$ cat src/rtl/core/csbt_pkg.sv
// Package for the checked byte memory with bandwidth timing.
// Holds the item types, memory geometry, command and register codes.
// No dependencies; every other file in rtl/core uses it by scoped names.
package csbt_pkg;

    // Memory geometry.
    localparam int MEM_BYTES        = 65536;
    localparam int MAX_ACCESS_BYTES = 8;
    localparam int WORDS            = (MEM_BYTES + 7) / 8;
    localparam int WORD_AW          = $clog2(WORDS);
    localparam logic [7:0] FILL_BYTE = 8'h57;

    // Width of the cycle counters.
    localparam int CYC_W = 48;

    // Command codes.
    localparam logic [1:0] CMD_READ      = 2'd0;
    localparam logic [1:0] CMD_WRITE     = 2'd1;
    localparam logic [1:0] CMD_POWER_OFF = 2'd2;
    localparam logic [1:0] CMD_POWER_ON  = 2'd3;

    // Configuration register indexes.
    localparam int CFG_IDX_W = 2;
    localparam int CFG_DATA_W = 3;
    localparam logic [CFG_IDX_W-1:0] REG_CHECK_ENABLE    = 2'd0;
    localparam logic [CFG_IDX_W-1:0] REG_BANDWIDTH_SHIFT = 2'd1;

    typedef struct packed {
        logic [1:0]       command;
        logic [31:0]      address;
        logic [3:0]       access_bytes;
        logic [63:0]      write_data;
        logic             debug_access;
        logic [CYC_W-1:0] now_cycle;
    } req_t;

    typedef struct packed {
        logic             status;
        logic [63:0]      read_data;
        logic [CYC_W-1:0] extra_latency;
        logic [3:0]       busy_duration;
    } rsp_t;

    // One write into the data and mark arrays of the memory.
    typedef struct packed {
        logic               en;
        logic [WORD_AW-1:0] addr;
        logic [63:0]        data;
        logic [7:0]         be;
        logic [7:0]         mark_be;
        logic [7:0]         mark_val;
    } mem_wr_t;

endpackage

$ cat src/rtl/core/csbt_alu.sv
// Shared 48-bit adder/subtractor used by the access sequencer.
// Depends on csbt_pkg for the counter width.
module csbt_alu (
    input  logic [csbt_pkg::CYC_W-1:0] a,
    input  logic [csbt_pkg::CYC_W-1:0] b,
    input  logic                       sub,
    output logic [csbt_pkg::CYC_W-1:0] sum,
    output logic                       carry
);

    logic [csbt_pkg::CYC_W-1:0] b_op;

    // With sub set, carry out is high exactly when a >= b.
    assign b_op = sub ? ~b : b;
    assign {carry, sum} = {1'b0, a} + {1'b0, b_op} + {{csbt_pkg::CYC_W{1'b0}}, sub};

endmodule

$ cat config.mk
export PLATFORM = sky130hd
export DESIGN_NAME = csbt_alu
export DESIGN_NICKNAME = d
export VERILOG_FILES = /design/src/rtl/core/csbt_pkg.sv /design/src/rtl/core/csbt_alu.sv
export SDC_FILE = /design/constraint.sdc
export NUM_CORES = 1
export LEC_CHECK = 0
export BUFFER_PORTS_ARGS = -buffer_cell sky130_fd_sc_hd__buf_2
export CAP_MARGIN = 20
export CELL_PAD_IN_SITES_DETAIL_PLACEMENT = 1
export CELL_PAD_IN_SITES_GLOBAL_PLACEMENT = 2
export CORE_MARGIN = 2
export CORE_UTILIZATION = 26
export DETAILED_ROUTE_END_ITERATION = 6
export GPL_ROUTABILITY_DRIVEN = 0
export GPL_TIMING_DRIVEN = 0
export PLACE_DENSITY_LB_ADDON = 0.1
export SYNTH_ARGS = -nofsm -noshare
export SYNTH_HDL_FRONTEND = slang
export SYNTH_SLANG_ARGS = --single-unit
$ cat constraint.sdc
create_clock -name vclk -period 7.7
set_input_delay 1.925 -clock vclk [all_inputs]
set_output_delay 1.925 -clock vclk [all_outputs]
set_load 0.02 [all_outputs]
==> flow_summary.ini <==
[worst_setup_path]
crit_chain = buf_2 -> clkbuf_2 -> buf_2 -> xor2_1 -> ha_1 -> nand2_2 -> nor4_2 -> o311ai_2 -> a2111oi_4 -> o21ai_2 -> a21oi_4 -> a31oi_1 -> o21ai_1 -> buf_2
worstSetupPathType = primary input to output port
worst-path-buf-inv = 4
cpPeakStageDelay_ns = 0.50
start_kind = primary input
worstPathArrival_ns = 5.44
crit_path_max_fanout = 10
path_common_cell = buf_2
required_ns = 5.78
crit_family = compound AO/OA/AOI/OAI gates
slowest_stage = a2111oi_4
crit_path_end_kind = output port
path_depth = 14

[die]
dieArea_um2 = 13200
start_util_pct = 26.6
io_pins = 146
core_um2 = 12000
row_count = 40
die_w_um = 115
fp.dieH_um = 115

[final_layout]
seq_cells = 0
nFillCells = 1554
multi_input_area_um2 = 3070
clkbuf_count = 0
drive_gt1_share_pct = 27.7
syn2layout_area_growth_pct = 28.8
finish.utilization_pct = 34.3
design_area_um2 = 4120
instances_no_fill = 742
fin_nets = 745
num_antenna_cells = 0
seq_area_um2 = 0

[power_and_ir_drop]
leakagePower_nw = 2.06
power_density_nw_per_um2 = 152
ir_drop_v = 0.0000615
finalPower_mw = 0.625

[timing]
tns_ns = 0
fin_crit_sh_pct = 95.7
worst_pin_slew_ns = 0.564
max_freq_mhz = 136
finalSetupViolCount = 0
fin_crit_ns = 7.37
holdWs_ns = 4.16
final_hold_viol_count = 0
slew_headroom_pct = 61.5
slew_violations = 0
grt_setup_unrepaired = false
setup_ws_ns = 0.332

[route]
ant_nets = 0
drcViolationCount = 0
routedWlPerCell_um = 14.9
routed_wl_um = 11100
vias_per_cell = 4.99
drtIter0Drc = 84
vias = 3705
drt_first_pass_iters = 4

[synth]
synth-adder-area-share_pct = 20.2
yosys-mux-area-fraction_pct = 0.313
synth-simple-area-share_pct = 16.5
synth_area_um2 = 3200
synthCells = 449
synth_compound_area_share_pct = 34.1
netlist-cell-type-count = 50
synth_seq_area_share_pct = 0
netlist.area_leader.share_pct = 19.6
netlist_top_cells_area = ha_1, xor2_1, a21oi_1
synth-xor-area-share_pct = 24.9
synth_area_leader_cell = ha_1
synth_top_family_by_area = compound AO/OA/AOI/OAI gates
ys_warn_count = 0
avgSynthCellArea_um2 = 7.12
syn_nets = 597

[place]
dpl_cell_area_um2 = 4110
pre_cts_slack_ns = -0.402
post-place-cells = 742
hpwlAfterDp_um = 9730
port_buffers = 146

[global_route]
overflow = 0
grt_max_degree = 11
grt_pass1_wl_um = 17600
antenna_found_initial = 1
grt_pass1_vias = 3717
grtUsageTotal_pct = 15.9

[worst_hold_path]
hold_class = primary input to output port
hold_depth = 3

[clocking]
cts_setup_buffers = 0
postCtsHoldBufs = 0

[outcome]
outcome = complete, no violations

[flow_run]
cap_violations = 0
## cells in the final DEF, fill, tap and decap left out, types with 6 or more instances in the layout
master      n
a21oi_1    53
nand2_1    33
xor2_1     61
o21ai_0    21
o21bai_1   10
xnor2_1    30
a31oi_1    12
buf_2     148
nand3_1    11
nor2_1     31
inv_1      13
ha_1       50
clkbuf_1   14
a21o_1     28
nand4_1    12
o21a_1      6
## synth_stat cells (4+ instances only)
cell	n
nand2_1	33
nand4_1	12
o21ai_1	4
o21a_1	6
o21bai_1	10
inv_1	13
a31oi_1	12
xnor2_1	30
xor2_1	61
o21ai_0	21
nor3_1	4
nand3_1	11
nor2_1	31
clkbuf_1	18
a21o_1	28
a21oi_1	53
ha_1	50
a211oi_1	4
## tightest hold or removal path, stage by stage
cell    delay (ns)
buf_2         0.09
xor2_1        0.06
buf_2         0.15
## cells by family after synthesis
kind of cell             Yosys count
AND/OR/NAND/NOR                  110
AO/OA/AOI/OAI                    163
multiplexers                       1
XOR/XNOR                          91
buffers and inverters             33
adder cells (fa/ha/maj)           51
## path summary, 6_finish.rpt
check / from / endpoint / slack [ns]
setup / recovery: sub / carry / 0.33
hold / removal: a[0] / sum[0] / 4.16
## power by group
part | switching (mW) | internal (mW) | total [mW] | leakage (nW)
Combinational | 0.391 | 0.235 | 0.625 | 2.06
Clock | 0 | 0 | 0 | 0
Sequential | 0 | 0 | 0 | 0
## repair_timing
action | CTS | global route
pin swaps | 0 | 0
resized for setup | 4 | 3
cloned | 0 | 0
setup endpoints to repair | 22 | 2
## metal layers
layer,track usage (%),up-vias,wire [µm]
li1,-,1932,-
met1,21.5,1688,5250
met2,28.8,85,5260
met3,1.85,0,548
met4,0,0,0
met5,0,-,0
## layout make-up
type                            count  area share, %
Multi-Input combinational cell    416           74.6
Timing Repair Buffer              146           17.7
Tap cell                          147           4.47
Buffer                             20           2.01
Inverter                           13           1.19
Power figures use the tool's default switching activity.
